### config.mk
export PLATFORM = sky130hd
export DESIGN_NAME = gf256_aes_sbox_unit_flat
export DESIGN_NICKNAME = d
export VERILOG_FILES = /design/src/gsb_pkg.sv /design/src/gsb_if.sv /design/src/gsb_prep.sv /design/src/gsb_power.sv /design/src/gsb_reduce.sv /design/src/gf256_aes_sbox_unit.sv /design/src/flat_wrapper.sv
export SDC_FILE = /design/constraint.sdc
export NUM_CORES = 1
export LEC_CHECK = 0
export BUFFER_PORTS_ARGS = -buffer_cell sky130_fd_sc_hd__buf_2
export CAP_MARGIN = 10
export CORE_AREA = 2 2 160 162
export CTS_CLUSTER_SIZE = 14
export DETAILED_ROUTE_END_ITERATION = 7
export DIE_AREA = 0 0 162 164
export HOLD_SLACK_MARGIN = 0.05
export PLACE_DENSITY_LB_ADDON = 0.05
export SYNTH_ARGS = -nofsm -noshare
export SYNTH_HDL_FRONTEND = slang
export SYNTH_SLANG_ARGS = --single-unit
### constraint.sdc
create_clock -name clk -period 10 [get_ports clk]
set_clock_uncertainty 0.2 [all_clocks]
set_input_delay 2.5 -clock clk [delete_from_list [all_inputs] [get_ports clk]]
set_output_delay 2.5 -clock clk [all_outputs]
set_load 0.01 [all_outputs]
### src/gsb_pkg.sv
// Shared types and GF(2^8) helper functions for the AES S-box unit.
package gsb_pkg;

	// Field reduction for x^8 + x^4 + x^3 + x + 1
	localparam logic [7:0] GF_REDUCE        = 8'h1b;
	localparam logic [7:0] AFFINE_FWD_CONST = 8'h63;
	localparam logic [7:0] AFFINE_INV_CONST = 8'h05;
	localparam logic [7:0] GF_ONE           = 8'h01;

	// Operation codes carried on the mode field
	typedef enum logic [1:0] {
		MODE_MUL  = 2'd0,
		MODE_INV  = 2'd1,
		MODE_SBOX = 2'd2,
		MODE_ISBOX = 2'd3
	} gsb_mode_t;

	// Per-stage control that travels with the data
	typedef struct packed {
		logic valid;
		logic mul;
		logic fwd;
	} gsb_ctl_t;

	function automatic logic [7:0] rotl8(input logic [7:0] v, input int unsigned n);
		logic [15:0] dbl;
		dbl = {v, v} << (n % 8);
		return dbl[15:8];
	endfunction

	// Shift-and-add multiply with reduction at each step
	function automatic logic [7:0] gf_mul(input logic [7:0] x, input logic [7:0] y);
		logic [7:0] acc;
		acc = 8'h00;
		for (int i = 7; i >= 0; i--) begin
			acc = acc[7] ? ((acc << 1) ^ GF_REDUCE) : (acc << 1);
			if (x[i]) begin
				acc = acc ^ y;
			end
		end
		return acc;
	endfunction

	// Squaring is linear over GF(2); synthesis reduces this to XORs
	function automatic logic [7:0] gf_sq(input logic [7:0] x);
		return gf_mul(x, x);
	endfunction

	function automatic logic [7:0] affine_fwd(input logic [7:0] x);
		return x ^ rotl8(x, 1) ^ rotl8(x, 2) ^ rotl8(x, 3) ^ rotl8(x, 4)
			^ AFFINE_FWD_CONST;
	endfunction

	function automatic logic [7:0] affine_inv(input logic [7:0] y);
		return rotl8(y, 1) ^ rotl8(y, 3) ^ rotl8(y, 6) ^ AFFINE_INV_CONST;
	endfunction

endpackage

### src/gsb_if.sv
// Valid/ready channel interfaces for the S-box unit request and response.
interface gsb_req_if;
	logic       valid;
	logic       ready;
	logic [1:0] mode;
	logic [7:0] operand_a;
	logic [7:0] operand_b;

	modport source (output valid, output mode, output operand_a, output operand_b,
		input ready);
	modport sink (input valid, input mode, input operand_a, input operand_b,
		output ready);
endinterface

interface gsb_rsp_if;
	logic       valid;
	logic       ready;
	logic [7:0] result;

	modport source (output valid, output result, input ready);
	modport sink (input valid, input result, output ready);
endinterface

### src/gsb_prep.sv
// First stage: decode mode and apply the inverse affine map for the inverse S-box.
module gsb_prep (
	input  logic              clk,
	input  logic              arst_n,
	input  logic              in_valid,
	input  logic [1:0]        mode,
	input  logic [7:0]        operand_a,
	input  logic [7:0]        operand_b,
	output logic              in_ready,
	input  logic              next_en,
	output gsb_pkg::gsb_ctl_t ctl_s1,
	output logic [7:0]        x_s1,
	output logic [7:0]        b_s1
);
	import gsb_pkg::*;

	logic en;
	logic [7:0] x_d;

	// Advance when empty or when the next stage takes our item
	assign en       = !ctl_s1.valid || next_en;
	assign in_ready = en;

	// Pick the byte that goes into the inversion path
	always_comb begin
		if (gsb_mode_t'(mode) == MODE_ISBOX) begin
			x_d = affine_inv(operand_a);
		end else begin
			x_d = operand_a;
		end
	end

	// Control register
	always_ff @(posedge clk or negedge arst_n) begin
		if (!arst_n) begin
			ctl_s1 <= '0;
		end else if (en) begin
			ctl_s1.valid <= in_valid;
			ctl_s1.mul   <= (gsb_mode_t'(mode) == MODE_MUL);
			ctl_s1.fwd   <= (gsb_mode_t'(mode) == MODE_SBOX);
		end
	end

	// Payload register
	always_ff @(posedge clk) begin
		if (en) begin
			x_s1 <= x_d;
			b_s1 <= operand_b;
		end
	end
endmodule

### src/gsb_power.sv
// Second stage: form the squares of x and the first level of the product tree.
module gsb_power (
	input  logic              clk,
	input  logic              arst_n,
	input  gsb_pkg::gsb_ctl_t ctl_s1,
	input  logic [7:0]        x_s1,
	input  logic [7:0]        b_s1,
	output logic              en,
	input  logic              next_en,
	output gsb_pkg::gsb_ctl_t ctl_s2,
	output logic [7:0]        p0_s2,
	output logic [7:0]        p1_s2,
	output logic [7:0]        p2_s2,
	output logic [7:0]        p3_s2
);
	import gsb_pkg::*;

	logic [7:0] x2, x4, x8, x16, x32, x64, x128;
	logic [7:0] p0_d, p1_d, p2_d, p3_d;

	assign en = !ctl_s2.valid || next_en;

	// x^254 = x^2 * x^4 * ... * x^128
	always_comb begin
		x2   = gf_sq(x_s1);
		x4   = gf_sq(x2);
		x8   = gf_sq(x4);
		x16  = gf_sq(x8);
		x32  = gf_sq(x16);
		x64  = gf_sq(x32);
		x128 = gf_sq(x64);
	end

	// Multiply mode reuses the tree with ones in the unused leaves
	always_comb begin
		if (ctl_s1.mul) begin
			p0_d = gf_mul(x_s1, b_s1);
			p1_d = GF_ONE;
			p2_d = GF_ONE;
			p3_d = GF_ONE;
		end else begin
			p0_d = gf_mul(x2, x4);
			p1_d = gf_mul(x8, x16);
			p2_d = gf_mul(x32, x64);
			p3_d = x128;
		end
	end

	always_ff @(posedge clk or negedge arst_n) begin
		if (!arst_n) begin
			ctl_s2 <= '0;
		end else if (en) begin
			ctl_s2 <= ctl_s1;
		end
	end

	always_ff @(posedge clk) begin
		if (en) begin
			p0_s2 <= p0_d;
			p1_s2 <= p1_d;
			p2_s2 <= p2_d;
			p3_s2 <= p3_d;
		end
	end
endmodule

### src/gsb_reduce.sv
// Third and fourth stages: finish the product tree and apply the forward affine map.
module gsb_reduce (
	input  logic              clk,
	input  logic              arst_n,
	input  gsb_pkg::gsb_ctl_t ctl_s2,
	input  logic [7:0]        p0_s2,
	input  logic [7:0]        p1_s2,
	input  logic [7:0]        p2_s2,
	input  logic [7:0]        p3_s2,
	output logic              en_s3,
	input  logic              out_ready,
	output logic              out_valid,
	output logic [7:0]        result
);
	import gsb_pkg::*;

	gsb_ctl_t   ctl_s3;
	logic [7:0] q0_s3, q1_s3;
	logic       valid_s4;
	logic [7:0] result_s4;
	logic       en_s4;
	logic [7:0] prod;

	assign en_s4 = !valid_s4 || out_ready;
	assign en_s3 = !ctl_s3.valid || en_s4;

	// Stage 3: second tree level
	always_ff @(posedge clk or negedge arst_n) begin
		if (!arst_n) begin
			ctl_s3 <= '0;
		end else if (en_s3) begin
			ctl_s3 <= ctl_s2;
		end
	end

	always_ff @(posedge clk) begin
		if (en_s3) begin
			q0_s3 <= gf_mul(p0_s2, p1_s2);
			q1_s3 <= gf_mul(p2_s2, p3_s2);
		end
	end

	// Stage 4: final product, optional affine map, output register
	assign prod = gf_mul(q0_s3, q1_s3);

	always_ff @(posedge clk or negedge arst_n) begin
		if (!arst_n) begin
			valid_s4 <= 1'b0;
		end else if (en_s4) begin
			valid_s4 <= ctl_s3.valid;
		end
	end

	always_ff @(posedge clk) begin
		if (en_s4) begin
			result_s4 <= ctl_s3.fwd ? affine_fwd(prod) : prod;
		end
	end

	assign out_valid = valid_s4;
	assign result    = result_s4;
endmodule

### src/gf256_aes_sbox_unit.sv
// Top level of the GF(2^8) multiply / inverse / AES S-box unit.
//
//  channel | dir | payload                       | handshake
//  --------+-----+-------------------------------+-------------
//  req     | in  | mode[1:0], operand_a, operand_b | valid/ready
//  rsp     | out | result[7:0]                   | valid/ready
//
// Four register stages: input decode, squares plus first multiply level,
// second multiply level, final multiply and affine map into the output register.
// One item per cycle sustained while rsp keeps accepting results.
// Each stage holds only while full and blocked downstream, so bubbles collapse
// and a new item is taken while a result waits on rsp.
// Reset clears all stage valid bits; payload registers are not reset.
module gf256_aes_sbox_unit (
	input  logic      clk,
	input  logic      arst_n,
	gsb_req_if.sink   req,
	gsb_rsp_if.source rsp
);
	import gsb_pkg::*;

	gsb_ctl_t   ctl_s1, ctl_s2;
	logic [7:0] x_s1, b_s1;
	logic [7:0] p0_s2, p1_s2, p2_s2, p3_s2;
	logic       en_s2, en_s3;
	logic       in_ready;
	logic       out_valid;
	logic [7:0] result;

	gsb_prep u_prep (
		.clk       (clk),
		.arst_n    (arst_n),
		.in_valid  (req.valid),
		.mode      (req.mode),
		.operand_a (req.operand_a),
		.operand_b (req.operand_b),
		.in_ready  (in_ready),
		.next_en   (en_s2),
		.ctl_s1    (ctl_s1),
		.x_s1      (x_s1),
		.b_s1      (b_s1)
	);

	gsb_power u_power (
		.clk     (clk),
		.arst_n  (arst_n),
		.ctl_s1  (ctl_s1),
		.x_s1    (x_s1),
		.b_s1    (b_s1),
		.en      (en_s2),
		.next_en (en_s3),
		.ctl_s2  (ctl_s2),
		.p0_s2   (p0_s2),
		.p1_s2   (p1_s2),
		.p2_s2   (p2_s2),
		.p3_s2   (p3_s2)
	);

	gsb_reduce u_reduce (
		.clk       (clk),
		.arst_n    (arst_n),
		.ctl_s2    (ctl_s2),
		.p0_s2     (p0_s2),
		.p1_s2     (p1_s2),
		.p2_s2     (p2_s2),
		.p3_s2     (p3_s2),
		.en_s3     (en_s3),
		.out_ready (rsp.ready),
		.out_valid (out_valid),
		.result    (result)
	);

	assign req.ready  = in_ready;
	assign rsp.valid  = out_valid;
	assign rsp.result = result;
endmodule

### src/flat_wrapper.sv
// flat-port wrapper written by rule: the top's interface ports become plain ports
module gf256_aes_sbox_unit_flat import gsb_pkg::*;
  (clk, arst_n, req_valid, req_mode, req_operand_a, req_operand_b, req_ready, rsp_valid, rsp_result, rsp_ready);
  gsb_req_if req_i ();
  gsb_rsp_if rsp_i ();
  input  logic clk;
  input  logic arst_n;
  input wire logic [$bits(req_i.valid)-1:0] req_valid;
  input wire logic [$bits(req_i.mode)-1:0] req_mode;
  input wire logic [$bits(req_i.operand_a)-1:0] req_operand_a;
  input wire logic [$bits(req_i.operand_b)-1:0] req_operand_b;
  output wire logic [$bits(req_i.ready)-1:0] req_ready;
  output wire logic [$bits(rsp_i.valid)-1:0] rsp_valid;
  output wire logic [$bits(rsp_i.result)-1:0] rsp_result;
  input wire logic [$bits(rsp_i.ready)-1:0] rsp_ready;
  assign req_i.valid = req_valid;
  assign req_i.mode = req_mode;
  assign req_i.operand_a = req_operand_a;
  assign req_i.operand_b = req_operand_b;
  assign req_ready = req_i.ready;
  assign rsp_valid = rsp_i.valid;
  assign rsp_result = rsp_i.result;
  assign rsp_i.ready = rsp_ready;
  gf256_aes_sbox_unit u_core (.clk(clk), .arst_n(arst_n), .req(req_i), .rsp(rsp_i));
endmodule
-- Word level (Yosys, flattened, before mapping)
Index checks and enable logic that the tools add are counted.
- bits in registers: 80
- equal/unequal tests: 2
- bitwise operators: 204
- reductions and logical operators: 9
- muxes and demuxes: 255
- operator list (kind ; number):
    8-bit 2-to-1 mux ; 157
    8-bit bitwise XOR ; 104
    5-bit 2-to-1 mux ; 98
    4-bit NOT ; 99
    2-bit equality test, second input constant ; 2
    1-bit logical NOT ; 4
    1-bit logical OR ; 4
    2-bit logical NOT ; 1
    2-bit NOT ; 1

-- Logic depth before layout (Yosys ltp)
- depth in word-level cells: 210
- gate-level depth with buffers: 51

-- Cells and area by module
From an unflattened synthesis, not the netlist that was laid out.
- cells, all modules: 1928
- area total of the unflattened synthesis: 14805.4 µm²
- modules (own cells, without submodules) (module ; area each (µm²) ; seq. area each (µm²) ; cells each ; times used):
    gsb_power ; 9531.6 ; 1036.0 ; 1314 ; 1
    gsb_reduce ; 4374.2 ; 795.8 ; 572 ; 1
    gsb_prep ; 899.6 ; 555.5 ; 42 ; 1

-- Worst setup path before layout
Ideal clock, no wire load.
- kind: reg2reg
- start: reg u_core.u_prep.x_s1[0]
- end: reg u_core.u_power.p2_s2[4], data pin
- path slack: -754 ps
- clock period less this slack: 10754 ps
- arrival: 10288 ps
- setup time: 266 ps
- buffers on the path: 11
- cell stages (with the launch flop): 49
- required time: 9534 ps
- cells stage by stage: edfxtp_1 -> buf_4 -> buf_4 -> inv_1 -> ha_1 -> buf_2 -> buf_2 -> xnor2_1 -> xnor2_1 -> inv_2 -> buf_1 -> clkbuf_1 -> ha_1 -> inv_1 -> or3_1 -> o211ai_4 -> xnor2_2 -> inv_2 -> (+13 left out) -> inv_1 -> a21oi_2 -> nor3_2 -> nor2_1 -> inv_2 -> buf_2 -> ha_1 -> clkbuf_1 -> xnor2_1 -> xnor2_1 -> xnor3_1 -> a22oi_1 -> o22ai_1 -> a2111oi_4 -> xor2_1 -> xnor3_1 -> xnor3_1 -> nor2_1
- longest elaborated chain between the ends: 164
- ends and longest elaborated chain (element ; RTL line ; source):
    start: declaration ; gsb_prep.sv:12 ; output logic [7:0] x_s1,
    start signal: assignment ; gsb_prep.sv:47 ; x_s1 <= x_d;
    8-bit 2-to-1 mux ; gsb_pkg.sv:37 ; if (x[i]) begin
    4-bit NOT (no line) ; n/a ;
    5-bit 2-to-1 mux ; gsb_pkg.sv:36 ; acc = acc[7] ? ((acc << 1) ^ GF_REDUCE) : (acc << 1);
    8-bit bitwise XOR ; gsb_pkg.sv:38 ; acc = acc ^ y;
    8-bit 2-to-1 mux ; gsb_pkg.sv:37 ;
    5-bit 2-to-1 mux ; gsb_pkg.sv:36 ;
    8-bit bitwise XOR ; gsb_pkg.sv:38 ;
    8-bit 2-to-1 mux ; gsb_pkg.sv:37 ;
    (+148 left out) ; n/a ;
    5-bit 2-to-1 mux ; gsb_pkg.sv:36 ;
    8-bit bitwise XOR ; gsb_pkg.sv:38 ;
    8-bit 2-to-1 mux ; gsb_pkg.sv:37 ;
    8-bit 2-to-1 mux ; gsb_power.sv:36 ; if (ctl_s1.mul) begin
    4-bit NOT (no line) ; n/a ;
    5-bit 2-to-1 mux ; gsb_pkg.sv:36 ;
    8-bit bitwise XOR ; gsb_pkg.sv:38 ;
    8-bit 2-to-1 mux * ; gsb_pkg.sv:37 ;
    end signal: assignment ; gsb_power.sv:61 ; p2_s2 <= p2_d;
    end: declaration ; gsb_power.sv:13 ; output logic [7:0] p2_s2,
Mark *: on every way between the ends. The rest lies on a longest branch, timed or not. The select of a mux whose other input is x is not followed.
A chain may end at the register's enable or synchronous reset.

-- Worst setup path in the final report
- start: reg u_core.u_prep.x_s1[7]
- end: reg u_core.u_power.p2_s2[4], data pin
Same word-level chain as after synthesis.

==> flow_metrics.py <==
metrics = {
    "floorplanning": {
        "start_util": 0.593,
        "row_count": 58,
        "fp.dieH_um": 164,
        "coreArea_mm2": 0.0248,
        "io_pins": 32,
        "die-area_mm2": 0.0266,
        "dieWidth_um": 162,
    },
    "synth": {
        "synth.most_common_cell": "xnor2_1",
        "netlist_instances": 1957,
        "synth_warnings": 0,
        "synth_ff_type": "edfxtp_1",
        "synthTopCellsByArea": "xnor2_1, edfxtp_1, nand2_1",
        "synth_cell_types": 95,
        "synth.avg_cell_area_um2": 7.52,
        "synth-edff-count": 72,
        "yosysTopAreaCell": "xnor2_1",
        "synth.top_cell.area_share": 0.261,
        "synth-seq-cells": 80,
        "synth_area_mm2": 0.0147,
        "ys_seq_area_frac": 0.161,
        "synth-async-reset-ratio": 0.100,
        "synthesis.nets": 1986,
        "synthTopCellsByCount": "xnor2_1, nand2_1, nor2_1, clkbuf_1, o21ai_0",
    },
    "critical_path": {
        "cp_max_fo": 21,
        "reg2reg_from": "u_core.u_prep.x_s1[7]",
        "critPathSlowestCell": "xnor3_1",
        "regToRegEndpoint": "u_core.u_power.p2_s2[4]",
        "cp.required_ns": 9.89,
        "rrSetupSlack_ns": 0.57,
        "max_stage_delay_ns": 0.52,
        "worst_setup_path_start_kind": "flip-flop",
        "crit_path_end": "u_core.u_power.p2_s2[4]",
        "endpoint_kind": "flip-flop",
        "worst-setup-path-type": "reg2reg",
        "reg2regPathDepth": 36,
        "startpoint": "u_core.u_prep.x_s1[7]",
        "cp.arrival_ns": 9.33,
    },
    "global_route": {
        "overflow": 0,
        "grt_pass1_wl_mm": 64.8,
        "grt_pass1_vias": 12400,
        "grt_start_max_net_pins": 42,
        "grt_antenna_before_repair": 0,
        "track_usage": 0.297,
    },
    "sta": {
        "timing.fmax_ghz": 0.106,
        "hold_viol": 0,
        "tightest_slew_ns": 1.09,
        "post-route-min-period_ns": 9.43,
        "period_share": 0.943,
        "slew_headroom": 0.270,
        "fin_setup_tns_ns": 0,
        "slew_viol_final": 0,
        "final-setup-viol-count": 0,
        "rsz0062_at_grt": "false",
    },
    "cts": {
        "holdBufCountCts": 0,
        "cts_buffer_depth": 2,
        "clk_transition_reported_paths_ns": 0.06,
        "worstSkewPairLatency_ns": 0.35,
        "cts_tree": "done",
        "cts-buffers-inserted": 9,
        "htreeDepth": 3,
        "clock-sinks": 80,
        "root_buffer": "clkbuf_16",
    },
    "detailed_routing": {
        "ant_nets": 0,
        "drtIter0Drc": 1413,
        "drc": 0,
        "num_vias": 13500,
        "wl_met1_mm": 17.5,
        "via_per_inst": 6.07,
        "maxUsedRoutingLayer": "met4",
        "wl_met3_mm": 2.53,
        "firstDrtPassIters": 6,
        "met2WireLength_mm": 18.7,
        "drt-total-wl_mm": 39.3,
        "routedWlPerCell_um": 17.7,
    },
    "final_layout": {
        "fin_nets": 1916,
        "area_growth_pct": 4.74,
        "utilization": 0.621,
        "diodes": 0,
        "multi_input_area_mm2": 0.0116,
        "layout-drive-gt1-share": 0.0978,
        "fill_cells": 2289,
        "layout.area.seq_mm2": 0.00236,
    },
    "placed_design": {
        "gp_congestion": 0.950,
        "portBuffers": 31,
        "dp_hpwl_mm": 28.3,
    },
    "min_path": {
        "hold_class": "reg2reg",
        "hold_depth": 1,
    },
    "flow_run": {
        "drv_cap": 0,
    },
    "outcome": {
        "outcome": "finished, final reports clean",
    },
}
-- metal layers --
metal	GRT usage	vias up
met5	0	-
met4	0.0696	0
met3	0.0321	52
met2	0.495	540
met1	0.415	6360
li1	-	6537
-- flip-flops by register name, summed over array words and instances (netlist names), 3 cells and up --
| name | count |
|---|---|
| u_core.u_power.p0_s2 | 8 |
| u_core.u_power.p1_s2 | 8 |
| u_core.u_power.p2_s2 | 8 |
| u_core.u_power.p3_s2 | 8 |
| u_core.u_prep.b_s1 | 8 |
| u_core.u_prep.x_s1 | 8 |
| u_core.u_reduce.q0_s3 | 8 |
| u_core.u_reduce.q1_s3 | 8 |
| u_core.u_reduce.result | 8 |
| u_core.u_prep.ctl_s1 | 3 |
-- timing repair --
| action | 4_1_cts | 5_1_grt |
|---|---|---|
| buffers inserted | 0 | 1 |
| gates resized for setup | 2 | 8 |
| endpoints found under the setup margin | 6 | 10 |
-- cell usage in the layout, fill, tap and decap left out, drive strengths merged, types with 10 or more instances in the layout --
cell type,count
nand2,367
buf,90
mux2i,21
o21ai,112
inv,27
a211oi,15
o211ai,31
xnor2,454
xor2,101
nor2,140
xnor3,19
and2,11
edfxtp,72
nand3,46
nand4,12
a31oi,21
nor3,38
o22ai,27
a21oi,100
nand2b,10
-- per-stage QoR --
step                std cells  setup WS (ns)  area [µm²]  hold slack (ns)
global route             2222        0.00900       15400            0.292
detailed placement       2205         -0.263       15100            0.251
global placement         2204         0.0351       15100            0.248
floorplan                1957        0.00463       14800            0.235
finish                   2222          0.568       15400            0.273
CTS                      2221          0.135       15400            0.270
-- how the worst min path moves through the flow --
stage                               endpoint               startpoint  slack (ns)
floorplan           u_core.u_power.ctl_s2[2]  u_core.u_prep.ctl_s1[2]        0.24
finish              u_core.u_power.ctl_s2[2]  u_core.u_prep.ctl_s1[2]        0.27
detailed placement  u_core.u_power.ctl_s2[2]  u_core.u_prep.ctl_s1[2]        0.25
CTS                 u_core.u_power.ctl_s2[2]  u_core.u_prep.ctl_s1[2]        0.27
global placement    u_core.u_power.ctl_s2[2]  u_core.u_prep.ctl_s1[2]        0.25
global route        u_core.u_power.ctl_s2[2]  u_core.u_prep.ctl_s1[2]        0.29
-- critical path: cells and delay by family, from the launching register on --
kind,cells,cell delay [ns]
xor+xnor,10,3.02
simple gates,9,1.91
fa+ha+maj,4,1.20
buf+inv,8,1.19
compound gates,5,1.09
flops,1,0.50
-- area by class of cell --
class / count / area share
multi-input cells: 1681 / 0.755
repair buffers: 90 / 0.0388
clock inverters: 7 / 0.00503
flip-flops and latches: 80 / 0.153
clock buffers: 9 / 0.0146
well taps: 330 / 0.0268
inverters: 25 / 0.00633
-- kinds of logic (layout without fill, tap and decap cells) --
logic type / count (synthesis) / after routing / synth area share
compound gates: 406 / 406 / 0.181
mux: 26 / 26 / 0.0192
simple gates: 667 / 667 / 0.196
flops: 80 / 80 / 0.161
fa+ha+maj: 8 / 8 / 0.00689
xor+xnor: 574 / 574 / 0.380
buf+inv: 196 / 131 / 0.0557
Power is left out: the tool's default activity adds up to more than one toggle a clock period on the data nets, which glitch-free logic cannot reach.
